===== src/design/kft_pkg.sv =====
package kft_pkg;
  localparam int MAX_FRAME_BYTES_DEF = 1024;
  localparam logic [7:0] KISS_FEND  = 8'hC0;
  localparam logic [7:0] KISS_FESC  = 8'hDB;
  localparam logic [7:0] KISS_TFEND = 8'hDC;
  localparam logic [7:0] KISS_TFESC = 8'hDD;
  localparam logic [7:0] KISS_CMD_DATA = 8'h00;

  // job kinds handed from front to back
  localparam logic [3:0] OP_CHAR    = 4'd0;  // one character as is
  localparam logic [3:0] OP_ADDRC   = 4'd1;  // address char (shift, drop space)
  localparam logic [3:0] OP_HDR13   = 4'd2;  // src ssid, '>', dest, maybe ':'
  localparam logic [3:0] OP_RELAY   = 4'd3;  // ',' relay, maybe ':'
  localparam logic [3:0] OP_END     = 4'd4;  // bare end marker
  localparam logic [3:0] OP_ENDWIN  = 4'd5;  // ':' + window bytes + marker
  localparam logic [3:0] OP_RAW2    = 4'd6;  // FEND + command raw
  localparam logic [3:0] OP_RAWCH   = 4'd7;  // one raw byte
  localparam logic [3:0] OP_RAWEND  = 4'd8;  // raw closing byte

  typedef struct packed {
    logic [3:0]  op;
    logic [7:0]  b;
    logic [2:0]  fill;     // relay fill for end window
    logic        shrt;
    logic        bad;
    logic [55:0] addr;     // dest or relay snapshot, byte 0 lowest
  } job_t;

  function automatic logic [7:0] ssid_digit(input logic [3:0] s, input logic second);
    logic [7:0] r;
    if (s >= 4'd10) r = second ? (8'h30 + {4'd0, s} - 8'd10) : 8'h31;
    else r = 8'h30 + {4'd0, s};
    return r;
  endfunction
endpackage


===== src/design/kft_front.sv =====
module kft_front #(
  parameter int MAX_FRAME_BYTES = kft_pkg::MAX_FRAME_BYTES_DEF
) (
  input  logic clk,
  input  logic rst_n,
  input  logic in_valid,
  input  logic [7:0] in_byte,
  input  logic in_end,
  output logic in_ready,
  output logic job_valid,
  output kft_pkg::job_t job,
  input  logic job_ready
);
  import kft_pkg::*;
  localparam int PW = $clog2(MAX_FRAME_BYTES + 1);

  logic [PW-1:0] pos_r;
  logic [1:0] mode_r;
  logic esc_r, hdr_r, disc_r;
  logic [2:0] fill_r;
  logic [1:0] skip_r;
  logic [7:0] dest_r [7];
  logic [7:0] rel_r [7];

  logic go, body, emit;
  logic [7:0] bb;
  job_t j;
  logic [55:0] dpack, rpack;

  assign in_ready = job_ready;
  assign go = in_valid && in_ready;

  always_comb begin
    for (int i = 0; i < 7; i++) begin
      dpack[i*8 +: 8] = dest_r[i];
      rpack[i*8 +: 8] = rel_r[i];
    end
  end

  always_comb begin
    body = 1'b0;
    bb = in_byte;
    if (mode_r == 2'd2 && !disc_r && !in_end) begin
      if (esc_r) begin
        body = (in_byte == KISS_TFEND) || (in_byte == KISS_TFESC);
        bb = (in_byte == KISS_TFEND) ? KISS_FEND : KISS_FESC;
      end else begin
        body = in_byte != KISS_FESC;
      end
    end
    if (body && pos_r >= PW'(MAX_FRAME_BYTES)) body = 1'b0;
  end

  always_comb begin
    emit = 1'b0;
    j = '0;
    j.b = bb;
    j.fill = fill_r;
    if (mode_r == 2'd0 && !disc_r) begin
      emit = in_end;
      j.op = OP_END;
      j.shrt = in_byte == KISS_FEND;
      j.bad = in_byte != KISS_FEND;
    end else if (in_end) begin
      emit = 1'b1;
      j.op = OP_END;
      if (disc_r) j.bad = 1'b1;
      else if (mode_r == 2'd1) j.shrt = 1'b1;
      else if (mode_r == 2'd2) begin
        j.shrt = pos_r < PW'(16);
        j.addr = rpack;
        if (!hdr_r && pos_r >= PW'(14)) j.op = OP_ENDWIN;
      end else begin
        j.op = OP_RAWEND;
        j.b = in_byte;
      end
    end else if (!disc_r) begin
      if (mode_r == 2'd1) begin
        emit = in_byte != KISS_CMD_DATA;
        j.op = OP_RAW2;
        j.b = in_byte;
      end else if (mode_r == 2'd3) begin
        emit = 1'b1;
        j.op = OP_RAWCH;
        j.b = in_byte;
      end else if (body) begin
        if (hdr_r) begin
          emit = skip_r == 2'd0;
          j.op = OP_CHAR;
        end else if (pos_r < PW'(7)) begin
          emit = 1'b0;
        end else if (pos_r < PW'(13)) begin
          emit = 1'b1;
          j.op = OP_ADDRC;
        end else if (pos_r == PW'(13)) begin
          emit = 1'b1;
          j.op = OP_HDR13;
          j.addr = dpack;
        end else if (fill_r == 3'd7) begin
          emit = 1'b1;
          j.op = OP_RELAY;
          j.addr = rpack;
        end
      end
    end
  end

  always_ff @(posedge clk) begin
    if (!rst_n) begin
      job_valid <= 1'b0;
    end else if (job_ready) begin
      job_valid <= go && emit;
    end
    if (job_ready) job <= j;
  end

  always_ff @(posedge clk) begin
    if (!rst_n) begin
      pos_r <= '0; mode_r <= '0; esc_r <= 1'b0; hdr_r <= 1'b0;
      disc_r <= 1'b0; fill_r <= '0; skip_r <= '0;
    end else if (go) begin
      if (mode_r == 2'd0 && !disc_r && !in_end) begin
        if (in_byte == KISS_FEND) mode_r <= 2'd1;
        else disc_r <= 1'b1;
      end else if (in_end) begin
        pos_r <= '0; mode_r <= '0; esc_r <= 1'b0; hdr_r <= 1'b0;
        disc_r <= 1'b0; fill_r <= '0; skip_r <= '0;
      end else if (!disc_r) begin
        if (mode_r == 2'd1) begin
          mode_r <= (in_byte == KISS_CMD_DATA) ? 2'd2 : 2'd3;
        end else if (mode_r == 2'd2) begin
          if (esc_r) esc_r <= 1'b0;
          else if (in_byte == KISS_FESC) esc_r <= 1'b1;
          if (body) begin
            pos_r <= pos_r + PW'(1);
            if (hdr_r) begin
              if (skip_r != 2'd0) skip_r <= skip_r - 2'd1;
            end else if (pos_r < PW'(7)) begin
              dest_r[pos_r[2:0]] <= bb;
            end else if (pos_r == PW'(13)) begin
              fill_r <= '0;
              if (bb[0]) begin hdr_r <= 1'b1; skip_r <= 2'd2; end
            end else if (pos_r > PW'(13)) begin
              if (fill_r != 3'd7) begin
                rel_r[fill_r] <= bb;
                fill_r <= fill_r + 3'd1;
              end else if (rel_r[6][0]) begin
                hdr_r <= 1'b1; skip_r <= 2'd1;
              end else begin
                rel_r[0] <= bb;
                fill_r <= 3'd1;
              end
            end
          end
        end
      end
    end
  end

  a_fill: assert property (@(posedge clk) disable iff (!rst_n) hdr_r |-> skip_r != 2'd3)
    else $error("skip count out of range");
  a_mode: assert property (@(posedge clk) disable iff (!rst_n)
    disc_r |-> mode_r == 2'd0) else $error("discard outside start mode");
  a_stall: assert property (@(posedge clk) disable iff (!rst_n)
    job_valid && !job_ready |=> job_valid && $stable(job)) else $error("job lost");
endmodule


===== src/design/kft_queue.sv =====
module kft_queue (
  input  logic clk,
  input  logic rst_n,
  input  logic wr_valid,
  input  kft_pkg::job_t wr_job,
  output logic wr_ready,
  output logic rd_valid,
  output kft_pkg::job_t rd_job,
  input  logic rd_ready
);
  import kft_pkg::*;
  job_t mem_r [4];
  logic [1:0] wp_r, rp_r;
  logic [2:0] cnt_r;
  logic w, r;

  assign wr_ready = cnt_r != 3'd4;
  assign rd_valid = cnt_r != 3'd0;
  assign rd_job = mem_r[rp_r];
  assign w = wr_valid && wr_ready;
  assign r = rd_valid && rd_ready;

  always_ff @(posedge clk) begin
    if (w) mem_r[wp_r] <= wr_job;
    if (!rst_n) begin
      wp_r <= '0; rp_r <= '0; cnt_r <= '0;
    end else begin
      if (w) wp_r <= wp_r + 2'd1;
      if (r) rp_r <= rp_r + 2'd1;
      cnt_r <= cnt_r + {2'd0, w} - {2'd0, r};
    end
  end

  a_cnt: assert property (@(posedge clk) disable iff (!rst_n) cnt_r <= 3'd4)
    else $error("queue count overflow");
endmodule


===== src/design/kft_back.sv =====
module kft_back (
  input  logic clk,
  input  logic rst_n,
  input  logic job_valid,
  input  kft_pkg::job_t job,
  output logic job_ready,
  output logic out_tvalid,
  input  logic out_tready,
  output logic [7:0] out_tdata,
  output logic out_tlast,
  output logic [3:0] out_tuser
);
  import kft_pkg::*;
  // step counter walks the character slots of one job
  logic [4:0] step_r;
  logic busy_r;
  logic [7:0] ch;
  logic has, last, done, raw, shrt, bad, skip;
  logic [7:0] ab;
  logic [3:0] sid;
  logic take;

  function automatic logic [7:0] abyte(input logic [55:0] a, input logic [2:0] i);
    return a[i*8 +: 8];
  endfunction

  // address slots: 0..5 chars, 6 '-', 7 digit1, 8 digit2, 9 '*'
  always_comb begin
    ch = 8'h00; has = 1'b1; last = 1'b0; raw = 1'b0; shrt = 1'b0; bad = 1'b0;
    skip = 1'b0; done = 1'b0; ab = 8'h00; sid = job.addr[52:49];
    case (job.op)
      OP_CHAR: begin ch = job.b; done = 1'b1; end
      OP_ADDRC: begin ch = {1'b0, job.b[7:1]}; skip = ch == 8'h20; done = 1'b1; end
      OP_HDR13, OP_RELAY: begin
        // HDR13: 0..3 src ssid, 4 '>', 5..14 dest, 15 ':'
        // RELAY: 0 ',', 1..10 relay, 11 ':'
        logic [4:0] k;
        logic [3:0] s;
        k = 5'd0;
        s = 4'd0;
        if (job.op == OP_HDR13 && step_r < 5'd4) begin
          s = job.b[4:1];
          case (step_r[1:0])
            2'd0: begin ch = 8'h2D; skip = s == 4'd0; end
            2'd1: begin ch = ssid_digit(s, 1'b0); skip = s == 4'd0; end
            2'd2: begin ch = ssid_digit(s, 1'b1); skip = s < 4'd10; end
            default: skip = 1'b1;
          endcase
        end else if (job.op == OP_HDR13 && step_r == 5'd4) ch = 8'h3E;
        else if (job.op == OP_RELAY && step_r == 5'd0) ch = 8'h2C;
        else begin
          s = sid;
          k = step_r - ((job.op == OP_HDR13) ? 5'd5 : 5'd1);
          if (k < 5'd6) begin
            ab = abyte(job.addr, k[2:0]);
            ch = {1'b0, ab[7:1]}; skip = ch == 8'h20;
          end else if (k == 5'd6) begin ch = 8'h2D; skip = s == 4'd0; end
          else if (k == 5'd7) begin ch = ssid_digit(s, 1'b0); skip = s == 4'd0; end
          else if (k == 5'd8) begin ch = ssid_digit(s, 1'b1); skip = s < 4'd10; end
          else if (k == 5'd9) begin
            ch = 8'h2A; skip = !(job.op == OP_RELAY && job.addr[55]);
          end else begin
            ch = 8'h3A;
            skip = (job.op == OP_HDR13) ? !job.b[0] : !job.addr[48];
            done = 1'b1;
          end
        end
      end
      OP_ENDWIN: begin
        if (step_r == 5'd0) ch = 8'h3A;
        else if (step_r < 5'd6) begin
          ch = abyte(job.addr, 3'(step_r + 5'd1));
          skip = step_r + 5'd1 >= {2'd0, job.fill};
        end else begin
          ch = 8'h00; has = 1'b0; last = 1'b1; shrt = job.shrt; done = 1'b1;
        end
      end
      OP_RAW2: begin
        raw = 1'b1; ch = (step_r == 5'd0) ? KISS_FEND : job.b; done = step_r != 5'd0;
      end
      OP_RAWCH: begin raw = 1'b1; ch = job.b; done = 1'b1; end
      OP_RAWEND: begin raw = 1'b1; ch = job.b; last = 1'b1; done = 1'b1; end
      default: begin
        ch = 8'h00; has = 1'b0; last = 1'b1; shrt = job.shrt; bad = job.bad;
        done = 1'b1;
      end
    endcase
  end

  // skid-free output register: load when empty or taken
  assign take = job_valid && (!out_tvalid || out_tready);
  assign job_ready = take && done;

  always_ff @(posedge clk) begin
    if (!rst_n) begin
      out_tvalid <= 1'b0; step_r <= '0; busy_r <= 1'b0;
    end else begin
      if (out_tvalid && out_tready) out_tvalid <= 1'b0;
      if (take) begin
        if (!skip) out_tvalid <= 1'b1;
        step_r <= done ? 5'd0 : step_r + 5'd1;
        busy_r <= !done;
      end
    end
    if (take && !skip) begin
      out_tdata <= ch;
      out_tlast <= last;
      out_tuser <= {bad, shrt, raw, has};
    end
  end

  a_busy: assert property (@(posedge clk) disable iff (!rst_n)
    busy_r |-> step_r != 5'd0) else $error("step reset while busy");
  a_hold: assert property (@(posedge clk) disable iff (!rst_n)
    out_tvalid && !out_tready |=> out_tvalid && $stable(out_tdata))
    else $error("result dropped");
  a_end: assert property (@(posedge clk) disable iff (!rst_n)
    out_tvalid && !out_tlast |-> out_tuser[3:2] == 2'b00) else $error("flags off end");
endmodule


===== src/design/kiss_frame_to_tnc2_text.sv =====
// KISS frame bytes in, TNC2 monitor text out. The front end takes one byte per
// cycle, unescapes and classifies it, and hands a job to a four-entry queue;
// the back end spells each job out at most one character per cycle, stalling on
// out_tready. A header byte that releases the destination spells ssid, '>', dest.
// Input stalls only when the queue is full. tuser flags are valid on tlast.
module kiss_frame_to_tnc2_text #(
  parameter int MAX_FRAME_BYTES = kft_pkg::MAX_FRAME_BYTES_DEF
) (
  input  logic clk,
  input  logic rst_n,
  input  logic in_tvalid,
  output logic in_tready,
  input  logic [7:0] in_tdata,   // frame_byte
  input  logic in_tlast,         // frame_end
  output logic out_tvalid,
  input  logic out_tready,
  output logic [7:0] out_tdata,  // text_byte
  output logic out_tlast,        // end_of_text
  output logic [3:0] out_tuser   // bit 0 has_char, 1 raw_passthrough, 2 short_frame, 3 bad_frame
);
  import kft_pkg::*;
  job_t fj, qj;
  logic fv, fr, qv, qr;

  kft_front #(.MAX_FRAME_BYTES(MAX_FRAME_BYTES)) u_front (
    .clk, .rst_n, .in_valid(in_tvalid), .in_byte(in_tdata), .in_end(in_tlast),
    .in_ready(in_tready), .job_valid(fv), .job(fj), .job_ready(fr));

  kft_queue u_queue (.clk, .rst_n, .wr_valid(fv), .wr_job(fj), .wr_ready(fr),
    .rd_valid(qv), .rd_job(qj), .rd_ready(qr));

  kft_back u_back (.clk, .rst_n, .job_valid(qv), .job(qj), .job_ready(qr),
    .out_tvalid, .out_tready, .out_tdata, .out_tlast, .out_tuser);
endmodule

===== config.mk =====
export PLATFORM = sky130hd
export DESIGN_NAME = kiss_frame_to_tnc2_text
export DESIGN_NICKNAME = d
export VERILOG_FILES = /design/src/design/kft_pkg.sv /design/src/design/kft_front.sv /design/src/design/kft_queue.sv /design/src/design/kft_back.sv /design/src/design/kiss_frame_to_tnc2_text.sv
export SDC_FILE = /design/constraint.sdc
export NUM_CORES = 1
export LEC_CHECK = 0
export BUFFER_PORTS_ARGS = -buffer_cell sky130_fd_sc_hd__buf_4
export CORE_ASPECT_RATIO = 0.8
export CORE_MARGIN = 4
export CORE_UTILIZATION = 30
export DETAILED_ROUTE_END_ITERATION = 16
export HOLD_SLACK_MARGIN = 0.1
export SETUP_SLACK_MARGIN = 0.2
export SLEW_MARGIN = 20
export SYNTH_ARGS = -nofsm -noshare
export SYNTH_HDL_FRONTEND = slang
export SYNTH_SLANG_ARGS = --single-unit

===== constraint.sdc =====
create_clock -name clk -period 4.7 [get_ports clk]
set_input_delay 0.235 -clock clk [delete_from_list [all_inputs] [get_ports clk]]
set_output_delay 0.235 -clock clk [all_outputs]
set_load 0.005 [all_outputs]

==> impl_results.md <==
- Worst hold path class: in -> reg
- Reg clk slew, reported paths: 0.06 ns
- Unique masters post-synth: 88
- Critical Path Source Type: flop
- Hold path cells: 3
- Deepest clock path buffer count: 3
- Setup TNS: 0 ns
- Reg-to-Reg End: u_queue.cnt_r[2]
- FF+latch count, synth: 527
- Crit path max fanout: 7
- Critical path class: reg -> reg
- Share of layout cells above drive strength 1: 18.3%
- Row count: 88
- Die area: 0.0785 sq mm
- # Max-Cap Violations: 0
- GRT Resource Usage Total: 12.9%
- Mapped Area: 0.0222 sq mm
- RSZ-0062 raised after global routing: false
- Fmax: 0.234 GHz
- PortBufs: 27
- PwrDens: 504 mW/mm^2
- Post-synth top cells: edfxtp_1 (490), nor2_1 (143), nand2_1 (69)
- Final nets: 1532
- Synth warn: 0
- Crit path DAT: 4.76 ns
- Iteration-0 DRC count of the detailed router: 1421
- Leakage power: 8.27 nW
- Ports: 28
- Critical path depth: 18
- Fin crit share: 91.1%
- Cell taking the most area after synthesis: edfxtp_1
- Yosys top cell area share: 66.3%
- Die Span X: 312 microns
- Max rail drop VDD: 0.229 mV
- Largest cells by area after synthesis: edfxtp_1 (66%), mux4_2 (6.8%), dfxtp_1 (3.3%), nor2_1 (2.4%), a22oi_1 (1.9%)
- CORE AREA: 0.0727 sq mm
- Wire per inst: 20.8 microns
- Final setup fails: 0
- Cell depth of the worst flop-to-flop path: 18
- Drt total wl: 51500 microns
- Initial antenna violation count: 1
- Via count: 12656
- Status: complete, no violations
- Core Util, Final: 35.1%
- Top FF cell, synth: edfxtp_1
- Clock latency on the worst-skew pair: 0.59 ns
- Syn avg cell area: 15.6 sq um
- Clock sink count: 527
- Worst-margin pin slew: 1.10 ns
- Crit path required time: 5.18 ns
- CP cell instances: mux4_2, nor3b_4, nand2b_1, ha_4, o21ai_2, nor4b_2, nor3_4, o211ai_1, o31a_2, nor2_1, ha_1, inv_1, ha_1, inv_1, fa_2, xor2_1, xnor2_1, nor2_1
- Cell count after synthesis: 1419
- Synth-to-Final Area Change: 14.8%
- Vias in the first global route: 12529
- Routability cong.: 0.911
- Die H: 251 microns
- Synth async-reset ratio: 0%
- Hold_sp: in_tlast
- Worst path slowest cell: mux4_2
- Final setup skew: 0.0271 ns
- Pin count of the biggest net entering global routing: 68
- Global-route wire length before repair: 78400 microns
- Reg2reg setup slack: 0.42 ns
- DP Worst Slack: 0.157 ns
- Synth Net Count: 1465
- TritonCTS clock tree: built
- Clock buffer count from CTS: 51
- Antenna cells: 0
- Most frequent cell after synthesis: edfxtp_1
- DR DRC count: 0
- Initial Util: 30.6%
- Seq/Total Area, Yosys: 69.6%
- Buf+Inv Stages, Crit Path: 2
- Final hold viol count: 0
- Via density: 5.12
- CP delay by family, top: adder cells
- Htree depth: 2
- Dpl hpwl: 33600 microns
- Slew headroom: 25.9%
- WHS Endpoint: u_front.job_valid
- EDFF count, synth: 490
- Final Max Tran Viols: 0
- Fin crit period: 4.28 ns
- Final setup margin: 0.419 ns
- Crit path largest cell delay: 0.56 ns
- First-pass iteration count of the detailed router: 7
- Crit. End Element: flop
- Post-route antenna net violation count: 0
- GRT Residual Overflow: 0
- Root Driver: clkbuf_16
[state kept, by name (all words and copies together), names as in the netlist, named ones only]
name               flops
u_front.disc_r         1
u_queue.rp_r           2
u_front.dest_r        56
u_front.hdr_r          1
u_back.out_tuser       4
u_front.job_valid      1
u_queue.wp_r           2
u_back.out_tlast       1
u_back.out_tdata       8
u_front.skip_r         2
u_front.rel_r         56
u_front.esc_r          1
u_queue.cnt_r          3
u_back.step_r          5
u_front.fill_r         3
u_front.job           73
u_queue.mem_r        292
u_front.pos_r         11
u_front.mode_r         2
u_back.out_tvalid      1
[report_power, final]
| group | switching, mW | internal, mW | total, mW | leakage (nW) |
|---|---|---|---|---|
| registers | 0.323 | 5.84 | 6.16 | 4.97 |
| clock network | 1.71 | 2.25 | 3.96 | 0.785 |
| logic | 1.67 | 1.06 | 2.73 | 2.52 |
| total | 3.70 | 9.15 | 12.8 | 8.27 |
[per-stage QoR]
step                      hold WS [ns]  instances  total power [mW]  area, sq um
after floorplan                  0.413       1419              7.93        22200
after global placement           0.444       2365              8.89        23700
after detailed placement         0.459       2365              8.94        23700
after CTS                        0.117       2469              12.9        25400
after global routing             0.156       2473              13.4        25500
final                            0.177       2473              12.8        25500
[routing by layer]
layer | vias up | part of all wire, % | GRT usage, %
met2 | 421 | 45 | 19.7
met4 | 0 | 1.8 | 3.26
met5 | - | 0 | 0
li1 | 5751 | - | -
met3 | 61 | 6.6 | 2.21
met1 | 6423 | 47 | 19.2
[worst max path at each step]
| stage | from | endpoint | slack [ns] |
|---|---|---|---|
| global route | flop | u_queue.cnt_r[2] | 0.17 |
| CTS | flop | u_queue.cnt_r[2] | 0.27 |
| finish | flop | u_queue.cnt_r[2] | 0.42 |
| detailed placement | flop | u_queue.cnt_r[2] | 0.16 |
| global placement | flop | u_queue.cnt_r[2] | 0.20 |
| floorplan | flop | u_queue.cnt_r[2] | 0.21 |
[cells by family after synthesis]
kind of cell,Yosys count,share of synthesized area [%]
flops,527,69.6
simple gates,372,8.27
compound gates,258,8.20
buf+inv,113,2.47
mux,101,8.94
fa+ha+maj,33,1.89
xor+xnor,15,0.625
[worst register-to-register path, delay by kind of cell, from the launching register on]
kind / cells / cell delay (ns)
adder cells (fa/ha/maj): 4 / 1.18
AND/OR/NAND/NOR: 6 / 1.02
AO/OA/AOI/OAI: 3 / 0.60
multiplexers: 1 / 0.56
flip-flops: 1 / 0.39
XOR/XNOR: 2 / 0.33
buffers and inverters: 2 / 0.12
[final cells by class]
type                    instances  area [sq um]
clock inverters                35           295
multi-input cells             779          6310
repair buffers                 88           758
inverters                      39           146
clock buffers                  60          1330
flip-flops and latches        527         15500
well taps                     945          1180
fillers                      6815         47200
[timing repair]
item,CTS,global route
hold buffers,9,0
setup endpoints to repair,1,8
hold endpoints to repair,18,0
gates resized for setup,2,6
setup buffers,0,4
pin swaps,0,8
cloned,0,0
[placed cells by master (no fill, tap or decap), types with 7 or more instances in the layout]
cell type and count:
mux2_2 17, nand2b_1 18, clkinv_2 7, o31ai_1 10
or3_1 7, inv_1 38, nand3_1 32, ha_1 31
nand2_1 69, and2_1 9, xnor2_1 9, nor3_1 26
a31oi_1 12, dfxtp_1 35, buf_4 73, a22oi_1 56
o211ai_1 7, o21ai_0 33, nor3b_1 7, clkbuf_16 52
clkbuf_1 8, nor2_1 143, mux2i_1 10, clkinv_1 15
a21oi_1 48, mux4_1 7, o22ai_1 13, mux4_2 67
nand4_1 10, edfxtp_1 490, dlygate4sd3_1 9, a211oi_1 10
Power figures use the tool's default switching activity.
